<file path="src/rtl/pit_pkg.sv">
package pit_pkg;

  typedef enum logic [1:0] {
    FN_TICK  = 2'd0,
    FN_READ  = 2'd1,
    FN_WRITE = 2'd2
  } func_t;

  typedef enum logic [2:0] {
    OFF_TICKS     = 3'd0,
    OFF_INTERVAL  = 3'd1,
    OFF_ENABLE    = 3'd2,
    OFF_VECTOR    = 3'd3,
    OFF_PAYLOAD   = 3'd4,
    OFF_IRQ_COUNT = 3'd5
  } offset_t;

  typedef enum logic [1:0] {
    ST_OK         = 2'd0,
    ST_BAD_OFFSET = 2'd1,
    ST_BAD_VALUE  = 2'd2,
    ST_OVERFLOW   = 2'd3
  } status_t;

  typedef enum logic [1:0] {
    CFG_INTERVAL = 2'd0,
    CFG_VECTOR   = 2'd1,
    CFG_PAYLOAD  = 2'd2
  } cfg_index_t;

  typedef enum logic [1:0] {
    S_IDLE,
    S_DIV,
    S_FIN
  } state_t;

  localparam int DataW    = 64;
  localparam int VecW     = 8;
  localparam int DivSteps = DataW;
  localparam int CntW     = $clog2(DivSteps);
  localparam logic [CntW-1:0] DivLast = CntW'(DivSteps - 1);

  // controller -> datapath
  typedef struct packed {
    logic take;    // execute the accepted transaction
    logic step;    // one restoring-division step
    logic finish;  // post the interrupt decision
  } cmd_t;

  // datapath -> controller
  typedef struct packed {
    logic need_div;
    logic div_done;
    logic out_free;
  } sts_t;

endpackage

</file>
<file path="src/rtl/pit_if.sv">
interface pit_in_if;
  logic              valid;
  logic              ready;
  logic [1:0]        func;
  logic [2:0]        offset;
  logic signed [63:0] write_value;

  modport source (output valid, output func, output offset, output write_value, input ready);
  modport sink   (input valid, input func, input offset, input write_value, output ready);
endinterface

interface pit_out_if;
  logic               valid;
  logic               ready;
  logic [1:0]         status;
  logic signed [63:0] read_data;
  logic               irq_valid;
  logic [7:0]         irq_vector;
  logic signed [63:0] irq_payload;

  modport source (output valid, output status, output read_data, output irq_valid,
                  output irq_vector, output irq_payload, input ready);
  modport sink   (input valid, input status, input read_data, input irq_valid,
                  input irq_vector, input irq_payload, output ready);
endinterface

</file>
<file path="src/rtl/pit_ctrl.sv">
module pit_ctrl (
  input  logic          clk,
  input  logic          rst_n,
  input  logic          in_valid,
  output logic          in_ready,
  input  pit_pkg::sts_t sts,
  output pit_pkg::cmd_t cmd
);

  pit_pkg::state_t state_r, state_nxt;

  always_ff @(posedge clk) begin
    if (!rst_n) begin
      state_r <= pit_pkg::S_IDLE;
    end else begin
      state_r <= state_nxt;
    end
  end

  always_comb begin
    state_nxt  = state_r;
    cmd        = '0;
    in_ready   = 1'b0;
    case (state_r)
      pit_pkg::S_IDLE: begin
        // take a transaction only when its result has a place to land
        in_ready = sts.out_free;
        if (in_valid && sts.out_free) begin
          cmd.take = 1'b1;
          if (sts.need_div) state_nxt = pit_pkg::S_DIV;
        end
      end
      pit_pkg::S_DIV: begin
        cmd.step = 1'b1;
        if (sts.div_done) state_nxt = pit_pkg::S_FIN;
      end
      pit_pkg::S_FIN: begin
        if (sts.out_free) begin
          cmd.finish = 1'b1;
          state_nxt  = pit_pkg::S_IDLE;
        end
      end
      default: state_nxt = pit_pkg::S_IDLE;
    endcase
  end

endmodule

</file>
<file path="src/rtl/pit_dp.sv">
module pit_dp (
  input  logic               clk,
  input  logic               rst_n,
  input  pit_pkg::cmd_t      cmd,
  output pit_pkg::sts_t      sts,
  input  logic [1:0]         in_func,
  input  logic [2:0]         in_offset,
  input  logic signed [63:0] in_write_value,
  input  logic               cfg_we,
  input  logic [1:0]         cfg_index,
  input  logic [63:0]        cfg_data,
  input  logic               out_ready,
  output logic               out_valid,
  output logic [1:0]         out_status,
  output logic signed [63:0] out_read_data,
  output logic               out_irq_valid,
  output logic [7:0]         out_irq_vector,
  output logic signed [63:0] out_irq_payload
);

  localparam int W  = pit_pkg::DataW;
  localparam int VW = pit_pkg::VecW;

  // architectural state
  logic [W-1:0]  tick_total_r;
  logic [W-1:0]  period_r;
  logic          enable_r;
  logic [VW-1:0] vec_r;
  logic [W-1:0]  payload_r;
  logic [W-1:0]  raised_r;

  // divider
  logic [W-1:0]              q_r;
  logic [W-1:0]              rem_r, rem_nxt;
  logic [pit_pkg::CntW-1:0]  cnt_r;
  logic [W:0]                trial, diff;

  // result register
  logic          out_valid_r;
  logic [1:0]    out_status_r;
  logic [W-1:0]  out_read_data_r;
  logic          out_irq_valid_r;
  logic [VW-1:0] out_irq_vector_r;
  logic [W-1:0]  out_irq_payload_r;

  logic [W-1:0]  wv;
  logic [W-1:0]  tick_inc;
  logic          tick_max;
  logic          rem_zero;

  pit_pkg::status_t res_status;
  logic [W-1:0]     res_data;
  logic             do_tick;
  logic             wr_ticks, wr_interval, wr_enable, wr_vector, wr_payload, clr_count;

  assign wv       = in_write_value;
  assign tick_max = &tick_total_r;
  assign tick_inc = tick_total_r + W'(1);
  assign rem_zero = (rem_r == '0);

  assign sts.need_div = (in_func == pit_pkg::FN_TICK) && !tick_max && enable_r;
  assign sts.div_done = (cnt_r == pit_pkg::DivLast);
  assign sts.out_free = !out_valid_r || out_ready;

  // restoring division: bring down one dividend bit per step
  always_comb begin
    trial = {rem_r, q_r[W-1]};
    diff  = trial - {1'b0, period_r};
    if (!diff[W]) rem_nxt = diff[W-1:0];
    else          rem_nxt = trial[W-1:0];
  end

  always_comb begin
    res_status  = pit_pkg::ST_OK;
    res_data    = '0;
    do_tick     = 1'b0;
    wr_ticks    = 1'b0;
    wr_interval = 1'b0;
    wr_enable   = 1'b0;
    wr_vector   = 1'b0;
    wr_payload  = 1'b0;
    clr_count   = 1'b0;
    case (in_func)
      pit_pkg::FN_TICK: begin
        if (tick_max) res_status = pit_pkg::ST_OVERFLOW;
        else          do_tick    = 1'b1;
      end
      pit_pkg::FN_READ: begin
        case (in_offset)
          pit_pkg::OFF_TICKS:     res_data = tick_total_r;
          pit_pkg::OFF_INTERVAL:  res_data = period_r;
          pit_pkg::OFF_ENABLE:    res_data = W'(enable_r);
          pit_pkg::OFF_VECTOR:    res_data = W'(vec_r);
          pit_pkg::OFF_PAYLOAD:   res_data = payload_r;
          pit_pkg::OFF_IRQ_COUNT: res_data = raised_r;
          default:                res_status = pit_pkg::ST_BAD_OFFSET;
        endcase
      end
      pit_pkg::FN_WRITE: begin
        case (in_offset)
          pit_pkg::OFF_TICKS: begin
            if (wv[W-1]) res_status = pit_pkg::ST_BAD_VALUE;
            else         wr_ticks   = 1'b1;
          end
          pit_pkg::OFF_INTERVAL: begin
            if (wv[W-1] || wv == '0) res_status  = pit_pkg::ST_BAD_VALUE;
            else                     wr_interval = 1'b1;
          end
          pit_pkg::OFF_ENABLE: wr_enable = 1'b1;
          pit_pkg::OFF_VECTOR: begin
            if (|wv[W-1:VW]) res_status = pit_pkg::ST_BAD_VALUE;
            else             wr_vector  = 1'b1;
          end
          pit_pkg::OFF_PAYLOAD: wr_payload = 1'b1;
          pit_pkg::OFF_IRQ_COUNT: begin
            // count may only be cleared
            if (wv != '0) res_status = pit_pkg::ST_BAD_VALUE;
            else          clr_count  = 1'b1;
          end
          default: res_status = pit_pkg::ST_BAD_OFFSET;
        endcase
      end
      default: res_status = pit_pkg::ST_BAD_OFFSET;
    endcase
  end

  always_ff @(posedge clk) begin
    if (!rst_n) begin
      tick_total_r <= '0;
      period_r     <= W'(1);
      enable_r     <= 1'b1;
      vec_r        <= '0;
      payload_r    <= '0;
      raised_r     <= '0;
    end else if (cfg_we) begin
      case (cfg_index)
        pit_pkg::CFG_INTERVAL: if (cfg_data != '0) period_r <= cfg_data;
        pit_pkg::CFG_VECTOR:   vec_r     <= cfg_data[VW-1:0];
        pit_pkg::CFG_PAYLOAD:  payload_r <= cfg_data;
        default: ;
      endcase
    end else if (cmd.take) begin
      if (do_tick)     tick_total_r <= tick_inc;
      if (wr_ticks)    tick_total_r <= wv;
      if (wr_interval) period_r     <= wv;
      if (wr_enable)   enable_r     <= (wv != '0);
      if (wr_vector)   vec_r        <= wv[VW-1:0];
      if (wr_payload)  payload_r    <= wv;
      if (clr_count)   raised_r     <= '0;
    end else if (cmd.finish && rem_zero) begin
      raised_r <= raised_r + W'(1);
    end
  end

  always_ff @(posedge clk) begin
    if (cmd.take) begin
      q_r   <= tick_inc;
      rem_r <= '0;
      cnt_r <= '0;
    end else if (cmd.step) begin
      q_r   <= {q_r[W-2:0], 1'b0};
      rem_r <= rem_nxt;
      cnt_r <= cnt_r + pit_pkg::CntW'(1);
    end
  end

  always_ff @(posedge clk) begin
    if (!rst_n) begin
      out_valid_r <= 1'b0;
    end else if ((cmd.take && !sts.need_div) || cmd.finish) begin
      out_valid_r <= 1'b1;
    end else if (out_ready) begin
      out_valid_r <= 1'b0;
    end
  end

  always_ff @(posedge clk) begin
    if (cmd.take && !sts.need_div) begin
      out_status_r      <= res_status;
      out_read_data_r   <= res_data;
      out_irq_valid_r   <= 1'b0;
      out_irq_vector_r  <= '0;
      out_irq_payload_r <= '0;
    end else if (cmd.finish) begin
      out_status_r      <= pit_pkg::ST_OK;
      out_read_data_r   <= '0;
      out_irq_valid_r   <= rem_zero;
      out_irq_vector_r  <= rem_zero ? vec_r : '0;
      out_irq_payload_r <= rem_zero ? payload_r : '0;
    end
  end

  assign out_valid       = out_valid_r;
  assign out_status      = out_status_r;
  assign out_read_data   = out_read_data_r;
  assign out_irq_valid   = out_irq_valid_r;
  assign out_irq_vector  = out_irq_vector_r;
  assign out_irq_payload = out_irq_payload_r;

endmodule

</file>
<file path="src/rtl/periodic_interrupt_timer.sv">
// Channel   Dir  Handshake      Payload
// in_ch     in   valid/ready    func[1:0], offset[2:0], write_value[63:0]
// out_ch    out  valid/ready    status[1:0], read_data[63:0], irq_valid,
//                               irq_vector[7:0], irq_payload[63:0]
// cfg_*     in   cfg_we         cfg_index[1:0], cfg_data[63:0]
//
// Reads, writes, rejected accesses, overflowing ticks and ticks while disabled
// are posted in the cycle after acceptance. An enabled tick is accepted, runs
// 64 radix-2 remainder steps against the interval and then posts its result.
// A result waits in the output register; the next transaction is accepted in
// the cycle the waiting result is taken. Reset (rst_n low, synchronous) loads
// interval 1, vector 0, payload 0, enable 1 and clears both counters.
module periodic_interrupt_timer (
  input  logic        clk,
  input  logic        rst_n,
  pit_in_if.sink      in_ch,
  pit_out_if.source   out_ch,
  input  logic        cfg_we,
  input  logic [1:0]  cfg_index,
  input  logic [63:0] cfg_data
);

  pit_pkg::cmd_t cmd;
  pit_pkg::sts_t sts;

  pit_ctrl u_ctrl (
    .clk      (clk),
    .rst_n    (rst_n),
    .in_valid (in_ch.valid),
    .in_ready (in_ch.ready),
    .sts      (sts),
    .cmd      (cmd)
  );

  pit_dp u_dp (
    .clk             (clk),
    .rst_n           (rst_n),
    .cmd             (cmd),
    .sts             (sts),
    .in_func         (in_ch.func),
    .in_offset       (in_ch.offset),
    .in_write_value  (in_ch.write_value),
    .cfg_we          (cfg_we),
    .cfg_index       (cfg_index),
    .cfg_data        (cfg_data),
    .out_ready       (out_ch.ready),
    .out_valid       (out_ch.valid),
    .out_status      (out_ch.status),
    .out_read_data   (out_ch.read_data),
    .out_irq_valid   (out_ch.irq_valid),
    .out_irq_vector  (out_ch.irq_vector),
    .out_irq_payload (out_ch.irq_payload)
  );

endmodule

</file>
<file path="src/flat_wrapper.sv">
// flat-port wrapper written by rule: the top's interface ports become plain ports
module periodic_interrupt_timer_flat 
  (clk, rst_n, cfg_we, cfg_index, cfg_data, in_ch_valid, in_ch_func, in_ch_offset, in_ch_write_value, in_ch_ready, out_ch_valid, out_ch_status, out_ch_read_data, out_ch_irq_valid, out_ch_irq_vector, out_ch_irq_payload, out_ch_ready);
  pit_in_if in_ch_i ();
  pit_out_if out_ch_i ();
  input  logic clk;
  input  logic rst_n;
  input  logic cfg_we;
  input  logic [1:0] cfg_index;
  input  logic [63:0] cfg_data;
  input wire logic [$bits(in_ch_i.valid)-1:0] in_ch_valid;
  input wire logic [$bits(in_ch_i.func)-1:0] in_ch_func;
  input wire logic [$bits(in_ch_i.offset)-1:0] in_ch_offset;
  input wire logic [$bits(in_ch_i.write_value)-1:0] in_ch_write_value;
  output wire logic [$bits(in_ch_i.ready)-1:0] in_ch_ready;
  output wire logic [$bits(out_ch_i.valid)-1:0] out_ch_valid;
  output wire logic [$bits(out_ch_i.status)-1:0] out_ch_status;
  output wire logic [$bits(out_ch_i.read_data)-1:0] out_ch_read_data;
  output wire logic [$bits(out_ch_i.irq_valid)-1:0] out_ch_irq_valid;
  output wire logic [$bits(out_ch_i.irq_vector)-1:0] out_ch_irq_vector;
  output wire logic [$bits(out_ch_i.irq_payload)-1:0] out_ch_irq_payload;
  input wire logic [$bits(out_ch_i.ready)-1:0] out_ch_ready;
  assign in_ch_i.valid = in_ch_valid;
  assign in_ch_i.func = in_ch_func;
  assign in_ch_i.offset = in_ch_offset;
  assign in_ch_i.write_value = in_ch_write_value;
  assign in_ch_ready = in_ch_i.ready;
  assign out_ch_valid = out_ch_i.valid;
  assign out_ch_status = out_ch_i.status;
  assign out_ch_read_data = out_ch_i.read_data;
  assign out_ch_irq_valid = out_ch_i.irq_valid;
  assign out_ch_irq_vector = out_ch_i.irq_vector;
  assign out_ch_irq_payload = out_ch_i.irq_payload;
  assign out_ch_i.ready = out_ch_ready;
  periodic_interrupt_timer u_core (.clk(clk), .rst_n(rst_n), .in_ch(in_ch_i), .out_ch(out_ch_i), .cfg_we(cfg_we), .cfg_index(cfg_index), .cfg_data(cfg_data));
endmodule
</file>
<file path="config.mk">
export PLATFORM = sky130hd
export DESIGN_NAME = periodic_interrupt_timer_flat
export DESIGN_NICKNAME = d
export VERILOG_FILES = /design/src/rtl/pit_pkg.sv /design/src/rtl/pit_if.sv /design/src/rtl/pit_ctrl.sv /design/src/rtl/pit_dp.sv /design/src/rtl/periodic_interrupt_timer.sv /design/src/flat_wrapper.sv
export SDC_FILE = /design/constraint.sdc
export NUM_CORES = 1
export LEC_CHECK = 0
export BUFFER_PORTS_ARGS = -buffer_cell sky130_fd_sc_hd__buf_2
export CORE_ASPECT_RATIO = 0.6
export CORE_UTILIZATION = 50
export CTS_CLUSTER_DIAMETER = 30
export DETAILED_ROUTE_END_ITERATION = 12
export GPL_ROUTABILITY_DRIVEN = 1
export MAX_ROUTING_LAYER = met4
export PLACE_DENSITY = 0.71
export SYNTH_ARGS = -nofsm -noshare
export SYNTH_HDL_FRONTEND = slang
export SYNTH_SLANG_ARGS = --single-unit
</file>
<file path="constraint.sdc">
create_clock -name clk -period 5.5 [get_ports clk]
set_input_delay 0.275 -clock clk [delete_from_list [all_inputs] [get_ports clk]]
set_output_delay 0.275 -clock clk [all_outputs]
set_load 0.01 [all_outputs]
</file>
Yosys cells after proc, flatten, opt, wreduce, memory -nomap -nowiden
Index checks and enable logic that the tools add are counted.
{"block": "classes", "add_sub_neg": 4, "n_mul": 0, "div_mod_pow": 0, "order_cmp": 0, "eq_ne": 21, "shifts": 0, "muxes": 68, "bitwise": 1, "reduce_logical": 39}
{"op": "$mux W64", "count": 21}
{"op": "$pmux W64 S6", "count": 1}
{"op": "$add A64 B1 Y64 const B", "count": 2}
{"op": "$logic_not A64 Y1", "count": 2}
{"op": "$reduce_bool A64 Y1", "count": 2}
{"op": "$sub A65 B64 Y65", "count": 1}
{"op": "$reduce_and A64 Y1", "count": 1}
{"op": "$reduce_or A56 Y1", "count": 1}
{"op": "$mux W8", "count": 5}
{"op": "$mux W1", "count": 27}
{"op": "$mux W2", "count": 11}
{"op": "$reduce_bool A2 Y1", "count": 9}
{"op": "$reduce_and A3 Y1", "count": 5}
{"op": "$ne A2 B1 Y1 const B", "count": 6}
{"op": "$pmux W2 S3", "count": 2}
{"op": "$pmux W2 S5", "count": 1}
{"op": "$reduce_and A4 Y1", "count": 2}
{"op": "$add A6 B1 Y6 const B", "count": 1}
{"op": "$eq A2 B1 Y1 const B", "count": 3}
{"op": "$eq A2 B2 Y1 const B", "count": 3}
{"op": "$eq A3 B2 Y1 const B", "count": 2}
{"op": "$eq A3 B3 Y1 const B", "count": 2}
{"op": "$eq A6 B6 Y1 const B", "count": 1}
{"op": "$logic_not A2 Y1", "count": 3}
{"op": "9 further kinds", "count": 19}
{"block": "word_totals", "reg_bits": 541, "latchBits": 0, "ram_bits": 0, "mem_bits_ro": 0, "out_inout_bits": 141, "elab_cells": 149, "mem_count": 0}

Logic depth before layout (Yosys ltp)
Gate-level depths: netlist of run 1.
{"block": "logic_depth", "depth_word": 8, "depth_mapped": 15, "mapped_depth_nobuf": 14}

Hierarchy
Synthesis of run 1 repeated with hierarchy kept, for this count alone.
{"block": "hier_totals", "cells_unflattened": 3400, "hier_area_um2": 29440.7}
{"mod": "pit_dp", "n_inst": 1, "cells_per_inst": 3386, "area_per_inst_um2": 29313.1, "seq_area_each_um2": 12091.6}
{"mod": "pit_ctrl", "n_inst": 1, "cells_per_inst": 14, "area_per_inst_um2": 127.6, "seq_area_each_um2": 40.0}

Worst setup path after synthesis of run 1
Ideal clock, no wire load.
{"block": "synth_timing", "path_kind": "reg2reg", "from": "reg u_core.u_dp.tick_total_r[0]", "to": "reg u_core.u_dp.out_read_data_r[0], in the netlist u_core.u_dp.out_read_data[0] (enable)", "setup_ps": 420, "arrival_time_ps": 3717, "required_ps": 5080, "setup_slack_ps": 1363, "path_stages_with_launch": 13, "period_less_slack_ps": 4137, "path_cell_list": "dfxtp_1 > ha_1 > nand3_1 > or2_2 > clkbuf_1 > or3_4 > nor2_8 > a211oi_4 > a21oi_1 > nor2_1 > buf_2 > buf_2 > inv_1"}
{"block": "synth_via", "elab_chain_cells": 7}
{"element": "start, declared", "line": "pit_dp.sv:25", "rtl": "logic [W-1:0] tick_total_r;"}
{"element": "start signal, assigned", "line": "pit_dp.sv:143", "rtl": "if (do_tick) tick_total_r <= tick_inc;"}
{"element": "start signal, assigned", "line": "pit_dp.sv:144", "rtl": "if (wr_ticks) tick_total_r <= wv;"}
{"element": "$reduce_and A64 Y1", "line": "pit_dp.sv:57", "rtl": "assign tick_max = &tick_total_r;"}
{"element": "$logic_not A1 Y1", "line": "pit_dp.sv:61", "rtl": "assign sts.need_div = (in_func == pit_pkg::FN_TICK) && !tick_max && enable_r;"}
{"element": "$logic_and A1 B1 Y1 (2 in series)", "line": "pit_dp.sv:61"}
{"element": "$logic_not A1 Y1", "line": "pit_dp.sv:178", "rtl": "if (cmd.take && !sts.need_div) begin"}
{"element": "$logic_and A1 B1 Y1", "line": "pit_dp.sv:178"}
{"element": "$reduce_bool A2 Y1 (no line)"}
{"element": "end signal, assigned", "line": "pit_dp.sv:180", "rtl": "out_read_data_r <= res_data;"}
{"element": "end, declared", "line": "pit_dp.sv:41", "rtl": "logic [W-1:0] out_read_data_r;"}
No other way between the ends.
A chain may end at the register's enable or synchronous reset.

Worst setup path after layout of run 1
{"block": "layout_timing", "from": "in in_ch_write_value[9]", "to": "reg u_core.u_dp.raised_r[51]"}
{"block": "layout_via", "elab_chain_cells": 6}
{"element": "start, declared", "line": "flat_wrapper.sv:14", "rtl": "input wire logic [$bits(in_ch_i.write_value)-1:0] in_ch_write_value;"}
{"element": "$reduce_bool A64 Y1", "line": "pit_dp.sv:117", "rtl": "if (wv != '0) res_status = pit_pkg::ST_BAD_VALUE;"}
{"element": "$mux W1", "line": "pit_dp.sv:117"}
{"element": "$mux W1", "line": "pit_dp.sv:100", "rtl": "case (in_offset)"}
{"element": "$mux W1", "line": "pit_dp.sv:83", "rtl": "case (in_func)"}
{"element": "$ne A2 B1 Y1 (no line)"}
{"element": "$reduce_and A3 Y1 (no line)"}
{"element": "end signal, assigned", "line": "pit_dp.sv:151", "rtl": "raised_r <= raised_r + W'(1);"}
{"element": "end, declared", "line": "pit_dp.sv:30", "rtl": "logic [W-1:0] raised_r;"}
No other way between the ends.

==> results.md, run 1 <==
- The cell area after synthesis is 0.0291 mm².
- Cells with a size suffix above 1 make up 14.8% of the layout.
- On the final layout, the worst clock skew is 0.0304 ns.
- The routability congestion estimate is 1.02.
- Gates resized during post-CTS repair numbered 0.
- The flow ran to the end, and the final reports show no timing, DRC or antenna violations.
- The post-layout total power is 0.0140 W.
- Data on the critical path is required at its endpoint by 6.03 ns.
- The number of antenna violations at the first check in global routing is 3.
- The number of stages on the worst setup path is 12.
- The synthesized design contains 541 register bits.
- When the netlist entered floorplanning its net count stood at 3532.
- The cell family contributing the most delay on the critical path is simple AND/OR/NAND/NOR gates.
- The count of fill cells added during filler insertion is 5124.
- On the worst path, the slowest cell contributes a delay of 0.96 ns.
- The number of buffer and inverter stages on the critical path is 1.
- The detailed-router iteration count before antenna repair is 6.
- The tool flagged a number of max-cap violations equal to 0.
- At the worst endpoint, the arrival time is between 4 and 5 ns.
- The cell at the root of the clock tree is sky130_fd_sc_hd__clkbuf_16.
- Along the worst path, the maximum fanout reaches 12.
- The critical path goes through buf_2 -> nor4_1 -> nand4_1 -> nor4_4 -> nand4_1 -> o31ai_2 -> and4_1 -> nand4_4 -> nor2_4 -> nand3_1 -> xor2_1 -> nor2_1.
- Synthesis handed over a netlist of 3324 instances.
- The transition time of the tightest slew-check pin is ~1.1 ns.
- The number of clock buffers added by TritonCTS is 87.
- The final instance area is roughly 0.034 mm².
- The number of global-route vias before repair is 24266.
- Dividing the detail-routed wire length by the instance count gives 22.7 µm.
- For this run, the post-layout net count is 3705.
- The number of enable-type register cells in the synthesized netlist is 130.
- The sequential-to-total area share from yosys stat is 41.7%.
- STA classifies the critical path endpoint as a flip-flop.
- TritonCTS built the clock tree.
- The post-synthesis cell type count is 84.
- The H-tree was split into 3 levels.
- In this run the vertical extent of the chip is 189 µm.
- For the worst flop-to-flop path, the logic depth is 10.
- The post-detailed-route via-to-cell ratio is around 6.2.
- Compared with the post-synthesis result, the final layout area differs by 16.5%.
- The starting density of the core is 50.6%.
- The number of port buffers is 280.
- In this run the core area contains 68 standard-cell rows.
- The utilization after layout is 59.0%.
- The smallest clock period supported by the final layout is computed as between 4 and 5 ns.
- The setup-violating endpoint count in the final report is 0.
- The total routing usage reported by global routing is 33.7%.
- The sum of routed wire length over all layers is 98800 µm.
- In the finished design, the share of the clock period the worst path needs comes to 73.9%.
- The maximum frequency from static timing analysis is 0.246 GHz.
- The path class of the tightest hold or removal check is in -> reg.
- The total overflow reported by the global router is 0.
- Counting along the longest clock path gives a buffer depth of 3.
- The startpoint kind of the worst setup timing path is an input port.
- The remaining antenna violation count after routing is 0.
- Clock-pin slew was measured on the worst setup and hold paths at 0.06 ns.
- The placeable core region is 0.0574 mm².
- For the final routed database, the setup TNS stands at 0 ns.
- The async set or reset register ratio after synthesis is 0%.
- The most instantiated flip-flop cell in the synthesis netlist is sky130_fd_sc_hd__dfxtp_1.
- The kind of critical path is in -> reg.
- The number of clock sinks is 541.
- The critical-path cell with the highest stage delay is sky130_fd_sc_hd__nor4_1.
- The wire length of the first global-routing pass is around 150000 µm.
- The worst-skew pair later-pin latency is 0.66 ns.
- The initial DRC count is 3612.
- The most common cell type on the critical path is sky130_fd_sc_hd__nand4_1.
- The hold violation total from the final report is 0.
- The die area is 0.0591 mm².
- The die is 313 µm wide.
- The I/O pin count is 281.
- Setup repair after global routing left no endpoint under its margin.
- The worst hold path was traced through 2 stages.
- The worst-case IR drop observed on VDD is 0.262 mV.
- The total power per unit cell area is about 410 mW/mm².
- The total placed instance area is 0.0308 mm².
- On the final layout, the worst hold slack is between 0.03 and 0.04 ns.
- The total number of vias is 26849.
- The max-slew headroom at the worst pin is 23.8%.
- The count of final max-slew check failures is 0.
- The leakage dissipation is 13.9 nW.
- The mean instance size in the synthesized netlist is just under 9 µm².
- The DRC violation count after routing is 0.
- Detailed placement finished with a half-perimeter wire length of 70600 µm.
- The count of warnings emitted by yosys is 0.
- Entering global routing, the biggest net connects 128 pins.
==> path summary, 6_finish.rpt <==
kind / from / end / slack (ns)
min: rst_n / u_core.u_dp.payload_r[29] / 0.03
max reg2reg: u_core.u_dp.tick_total_r[6] / u_core.u_dp.out_read_data[35] / 1.50
min reg2reg: u_core.u_dp.out_irq_payload[9] / u_core.u_dp.out_irq_payload[9] / 0.47
max: in_ch_write_value[9] / u_core.u_dp.raised_r[51] / 1.43
==> cell usage after synthesis, drive strengths merged (8+ instances only) <==
cell	instances	area [µm²]
dfxtp	411	8230
nand2	385	1450
o21ai	324	1630
nor2	207	816
a21oi	201	1010
clkbuf	181	686
a22oi	158	1190
edfxtp	130	3900
and2	118	738
mux2i	117	1170
inv	103	387
xnor2	95	832
xor2	88	778
nand3	79	400
o211a	74	741
a22o	73	639
ha	67	838
nor4	67	492
nand4	65	455
buf	54	288
nor3	53	292
a21o	38	285
and3	35	225
nor2b	24	150
or3	19	124
and4	16	140
o22ai	13	81.3
a211oi	11	95.1
o21a	11	82.6
a21boi	10	75.1
a31oi	10	62.6
o21bai	10	75.1
o211ai	9	67.6
nand2b	8	50.1
==> cell families (layout without fill, tap and decap cells) <==
family,count (synthesis),count (layout),share of synthesized area [%]
other,0,2,0
flip-flops,541,541,41.7
buffers and inverters,338,586,4.68
multiplexers,125,125,4.46
adder cells (fa/ha/maj),68,68,2.95
AO/OA/AOI/OAI,976,976,21.8
XOR/XNOR,183,183,5.54
AND/OR/NAND/NOR,1093,1093,18.8
==> worst register-to-register path, cell delays in order (launching register included) <==
cell and delay (ns):
sky130_fd_sc_hd__dfxtp_1 0.57, sky130_fd_sc_hd__nand4_1 0.34, sky130_fd_sc_hd__nor3_1 0.30, sky130_fd_sc_hd__nand3_1 0.38, sky130_fd_sc_hd__or3_4 0.56, sky130_fd_sc_hd__nor2_8 0.22, sky130_fd_sc_hd__a211oi_4 0.13, sky130_fd_sc_hd__a21oi_1 0.27
sky130_fd_sc_hd__nor2_4 0.05, sky130_fd_sc_hd__clkinv_2 0.48, sky130_fd_sc_hd__buf_12 0.31
==> routing by layer <==
layer / global-route usage [%] / vias to the layer above / wire length [µm]
met5: - / - / 0
met4: 7.82 / 0 / 2120
met3: 7.47 / 166 / 11000
met2: 44.8 / 1490 / 39200
met1: 50.8 / 12793 / 46500
li1: - / 12400 / -
==> where the power goes <==
part	total (W)	internal (W)	switching (W)
registers	0.00449	0.00430	0.000183
logic	0.00389	0.00154	0.00235
clock network	0.00562	0.00342	0.00220
==> registers in the layout, indices dropped and copies added, names as in the netlist, 8 cells and up <==
signal	cells
u_core.u_dp.tick_total_r	64
u_core.u_dp.period_r	64
u_core.u_dp.q_r	64
u_core.u_dp.out_read_data	64
u_core.u_dp.out_irq_payload	64
u_core.u_dp.rem_r	64
u_core.u_dp.raised_r	64
u_core.u_dp.vec_r	8
u_core.u_dp.out_irq_vector	8
u_core.u_dp.payload_r	64
==> per-stage QoR <==
stage | std cells | setup WS (ns)
after floorplan | 3324 | 1.36
final | 4344 | 1.43
after CTS | 4342 | 1.56
after global placement | 4173 | 0.933
after global routing | 4344 | 1.27
after detailed placement | 4173 | 0.907
==> final cells by class <==
cell class	count	area (µm²)	share of cell area, %
Antenna cell	2	5.00	0.0148
Clock buffer	101	2300	6.80
Clock inverter	63	693	2.05
Inverter	103	389	1.15
Multi-Input combinational cell	2445	15600	46.2
Sequential cell	541	12100	35.8
Tap cell	770	963	2.84
Timing Repair Buffer	319	1740	5.14
==> repair_timing <==
action,in CTS,in global routing
endpoints found under the hold margin,5,0
setup buffers,0,0
hold buffers,5,0
==> cells in the final DEF, fill, tap and decap left out, types with 38 or more instances in the layout <==
cell | synthesis | routed
sky130_fd_sc_hd__a21o_1 | 38 | 38
sky130_fd_sc_hd__a21oi_1 | 201 | 201
sky130_fd_sc_hd__a22o_1 | 73 | 73
sky130_fd_sc_hd__a22oi_1 | 158 | 158
sky130_fd_sc_hd__and2_1 | 118 | 114
sky130_fd_sc_hd__buf_2 | 29 | 278
sky130_fd_sc_hd__clkbuf_16 | 0 | 89
sky130_fd_sc_hd__dfxtp_1 | 411 | 411
sky130_fd_sc_hd__edfxtp_1 | 130 | 130
sky130_fd_sc_hd__ha_1 | 67 | 67
sky130_fd_sc_hd__inv_1 | 103 | 101
sky130_fd_sc_hd__mux2i_1 | 117 | 117
sky130_fd_sc_hd__nand2_1 | 383 | 382
sky130_fd_sc_hd__nand3_1 | 78 | 78
sky130_fd_sc_hd__nand4_1 | 60 | 60
sky130_fd_sc_hd__nor2_1 | 201 | 199
sky130_fd_sc_hd__nor3_1 | 49 | 48
sky130_fd_sc_hd__nor4_1 | 61 | 60
sky130_fd_sc_hd__o211a_1 | 74 | 74
sky130_fd_sc_hd__o21ai_0 | 299 | 298
sky130_fd_sc_hd__xnor2_1 | 95 | 95
sky130_fd_sc_hd__xor2_1 | 87 | 87
No activity file was read; power rests on OpenSTA's default activity.
==> inputs of run 2 (changes only) <==
--- a/config.mk
+++ b/config.mk
@@ -12,7 +12,7 @@
 export DETAILED_ROUTE_END_ITERATION = 12
 export GPL_ROUTABILITY_DRIVEN = 1
 export MAX_ROUTING_LAYER = met4
-export PLACE_DENSITY = 0.71
+export PLACE_DENSITY = 0.74
 export SYNTH_ARGS = -nofsm -noshare
 export SYNTH_HDL_FRONTEND = slang
 export SYNTH_SLANG_ARGS = --single-unit
==> constraint.sdc (replaced) <==
create_clock -name clk -period 3.3 [get_ports clk]
set_input_delay 0.165 -clock clk [delete_from_list [all_inputs] [get_ports clk]]
set_output_delay 0.165 -clock clk [all_outputs]
set_load 0.01 [all_outputs]
==> run 2 against run 1 <==
  * Sequential share of layout area fell by 3.3 points
  * Setup slack lost 1.3 ns
  * Critical path depth is 1 higher
  * Combinational power rose by 110%
  * Largest cell class unchanged
  * Register-to-register slack worse by 1.4 ns
  * Sequential cell count did not move
  * Power rose by 81%
  * Global-route usage rose by 2.2 points
==> results.md, run 2 (same netlist as run 1, synthesis figures left out) <==
- The I/O pin count came to 281 (unchanged).
- The max-cap check violation count is 0 (unchanged).
- In this run the critical register-to-register path is captured at u_core.u_dp.rem_r[61].
- The path class of the tightest hold or removal check is in -> reg.
- The post-detailed-route via-to-cell ratio is 6.12 (-1.0%).
- The area of combinational cells with multiple inputs was 0.0160 mm² (+2.6%).
- The DRC violation count after routing came to 0 (unchanged).
- The maximum number of pins on one net before global-route repair is 152 (+19%).
- The initial DRC count is 4097 (+13%).
- The worst register-to-register path begins at u_core.u_dp.period_r[4].
- The arrival time of the worst setup path is 3.74 ns (-0.86 ns).
- The worst setup path is of the reg -> reg kind.
- The wire length of the first global-routing pass came to 159000 µm (+6.3%).
- The total number of vias came to 28572 (+6.4%).
- The starting density of the core is 50.6% (unchanged).
- The max-slew headroom at the worst pin was 28.0% (+4.2 points).
- The most common cell type on the critical path is sky130_fd_sc_hd__a31o_1.
- The worst-skew pair later-pin latency is 0.64 ns (-0.02 ns).
- The detailed-router iteration count before antenna repair came to 8 (+2).
- The clock transition at the registers of the reported paths is 0.06 ns (about the same).
- The highest net fanout along the worst path is 4 (-8).
- The detailed-route wire length per cell is 22.6 µm (-0.80%).
- The last element of the critical path is u_core.u_dp.rem_r[61].
- The setup-violating endpoint count in the final report is 0 (unchanged).
- The cell sitting at the root of the clock tree is a sky130_fd_sc_hd__clkbuf_16.
- The number of port buffers came to 280 (unchanged).
- The die area came to 0.0591 mm² (unchanged).
- The maximum level of the CTS H-tree is 3 (unchanged).
- The total power per unit cell area is 679 mW/mm² (+64%).
- The width of the die is 313 µm (unchanged).
- The utilization after layout is 65.1% (+6.1 points).
- The placeable core region is 0.0574 mm² (unchanged).
- The endpoint type of the worst setup path is a flip-flop.
- The required time of the worst setup path is 3.83 ns (-2.20 ns).
- The instance count after placement with tap cells included is 4402 (+5.5%).
- The total overflow reported by the global router is 0 (unchanged).
- The worst reg2reg path depth is 13 (+3).
- The number of antenna violations at the first check in global routing is 4 (+1).
- The run finished with clean final reports.
- From synthesis to final layout, the design area changed by 28.6%.
- The total CTS buffers is 88 (+1.1%).
- The number of rows in the core area came to 68 (unchanged).
- The library cells used most frequently in the layout, excluding fill and tap cells, are sky130_fd_sc_hd__dfxtp_1, sky130_fd_sc_hd__nand2_1, sky130_fd_sc_hd__o21ai_0.
- The post-route setup TNS is 0 ns (unchanged).
- The leakage dissipation is 15.7 nW (+13%).
- The transition time of the tightest slew-check pin is 1.08 ns (-0.0527 ns).
- Traced cell by cell, the critical path runs through inv_1 -> ha_4 -> a21o_1 -> a31o_1 -> o21a_1 -> o31a_1 -> nand3b_1 -> a221oi_4 -> o31ai_4 -> a31oi_1 -> xor2_1 -> a21oi_1 -> a31o_1.
- The count of fill cells added during filler insertion is 4672 (-8.8%).
- Setup repair after global routing could not meet its margin everywhere.
- STA classifies the critical path startpoint as a flip-flop.
- The TritonCTS clock tree is built.
- The flip-flop and latch area was 0.0121 mm² (about the same).
- The peak supply drop is 0.623 mV (+140%).
- The count of final max-slew check failures was 0 (unchanged).
- The register-to-register setup slack is 0.09 ns (-1.41 ns).
- The post-layout total power is 0.0254 W (+81%).
- The minimum hold slack was 0.0253 ns (-0.00766 ns).
- The peak per-stage delay on the critical path is 0.39 ns (-0.57 ns).
- For this design, the slowest cell found on the critical path is sky130_fd_sc_hd__a221oi_4.
- The total routing usage reported by global routing came to 35.9% (+2.2 points).
- Of the available clock period, the critical path in the final layout requires 97.3%.
- The number of standard cells in the final layout excluding fillers is 4671 (+7.5%).
- The clock skew after layout is 0.0273 ns (-0.00308 ns).
- The number of global-route vias before repair came to 26000 (+7.1%).
- The remaining antenna violation count after routing is 0 (unchanged).
- The leading cell type in the layout, fill and taps excluded is sky130_fd_sc_hd__dfxtp_1.
- The number of clock sinks is 541 (unchanged).
- The net count of the finished layout is 4032 (+8.8%).
- The minimum period implied by the final worst setup slack is 3.21 ns.
- The sum of routed wire length over all layers was 105000 µm (+6.7%).
- The estimated wirelength of the detail-placed design came to 75200 µm (+6.6%).
- The hold violation total from the final report is 0 (unchanged).
- The share of layout cells above drive strength 1 is 21.5% (+6.7 points).
- The die outline height is 189 µm (unchanged).
- The critical path starts at u_core.u_dp.period_r[4].
- The number of buffers on the longest clock path is 3 (unchanged).
- The maximum frequency from static timing analysis is 0.311 GHz.
- The routability congestion estimate was 1.05 (+2.6%).
## run 2: cell count changes in the layout (fill, tap and decap cells not counted), sizes merged, moves of 3 or more
cell         change
buf            +234
bufinv           +4
clkinv           -8
dlygate4sd3     +92
inv              +3
## run 2: cell type report
type	instances	share of cell area, %
antenna	4	0.0268
timing repair buffer	645	12.5
clock inverter	60	1.95
multi-input combinational	2445	42.9
inverter	103	1.05
tap	770	2.58
clock buffer	103	6.43
sequential	541	32.5
## run 2: per-stage QoR
stage	cell area [µm²]	setup slack (ns)
2_1_floorplan	29100	0.0220
3_3_place_gp	32800	-0.131
3_5_place_dp	32800	-0.166
4_1_cts	37000	0.000934
5_1_grt	37400	-0.0451
6_report	37400	0.0878
## run 2: worst max-delay path: cells and delay by family, from the launching register on
| kind | cells | cell delay [ns] |
|---|---|---|
| buf+inv | 1 | 0.07 |
| xor+xnor | 1 | 0.19 |
| compound gates | 9 | 1.98 |
| flops | 1 | 0.33 |
| fa+ha+maj | 1 | 0.25 |
| simple gates | 1 | 0.27 |
## run 2: metal layers
| metal | track usage, % | up-vias | share of wire, % |
|---|---|---|---|
| li1 | - | 13054 | - |
| met1 | 51.7 | 13420 | 44 |
| met2 | 48.5 | 1866 | 40 |
| met5 | - | - | 0 |
| met4 | 12.1 | 0 | 3.1 |
| met3 | 8.80 | 232 | 13 |
## run 2: how the worst min path moves through the flow
stage                              startpoint                            to  cells past startpoint
global placement    u_core.u_dp.out_irq_valid     u_core.u_dp.out_irq_valid                      2
CTS                     in_ch_write_value[43]     u_core.u_dp.payload_r[43]                      4
finish                  in_ch_write_value[38]  u_core.u_dp.tick_total_r[38]                      4
floorplan                in_ch_write_value[0]   u_core.u_dp.tick_total_r[0]                      2
detailed placement  u_core.u_dp.out_irq_valid     u_core.u_dp.out_irq_valid                      2
global route            in_ch_write_value[38]      u_core.u_dp.period_r[38]                      4
## run 2: power by group
group / switching [W] / internal, W / leakage (nW)
Clock: 0.00364 / 0.00618 / 1.53
Combinational: 0.00454 / 0.00358 / 9.56
Sequential: 0.000263 / 0.00717 / 4.61
## run 2: what timing repair did
item,CTS,global route
pin swaps,3,18
hold buffers,97,0
gates resized for setup,6,84
endpoints found under the hold margin,102,0
buffers inserted,1,5
endpoints found under the setup margin,26,102
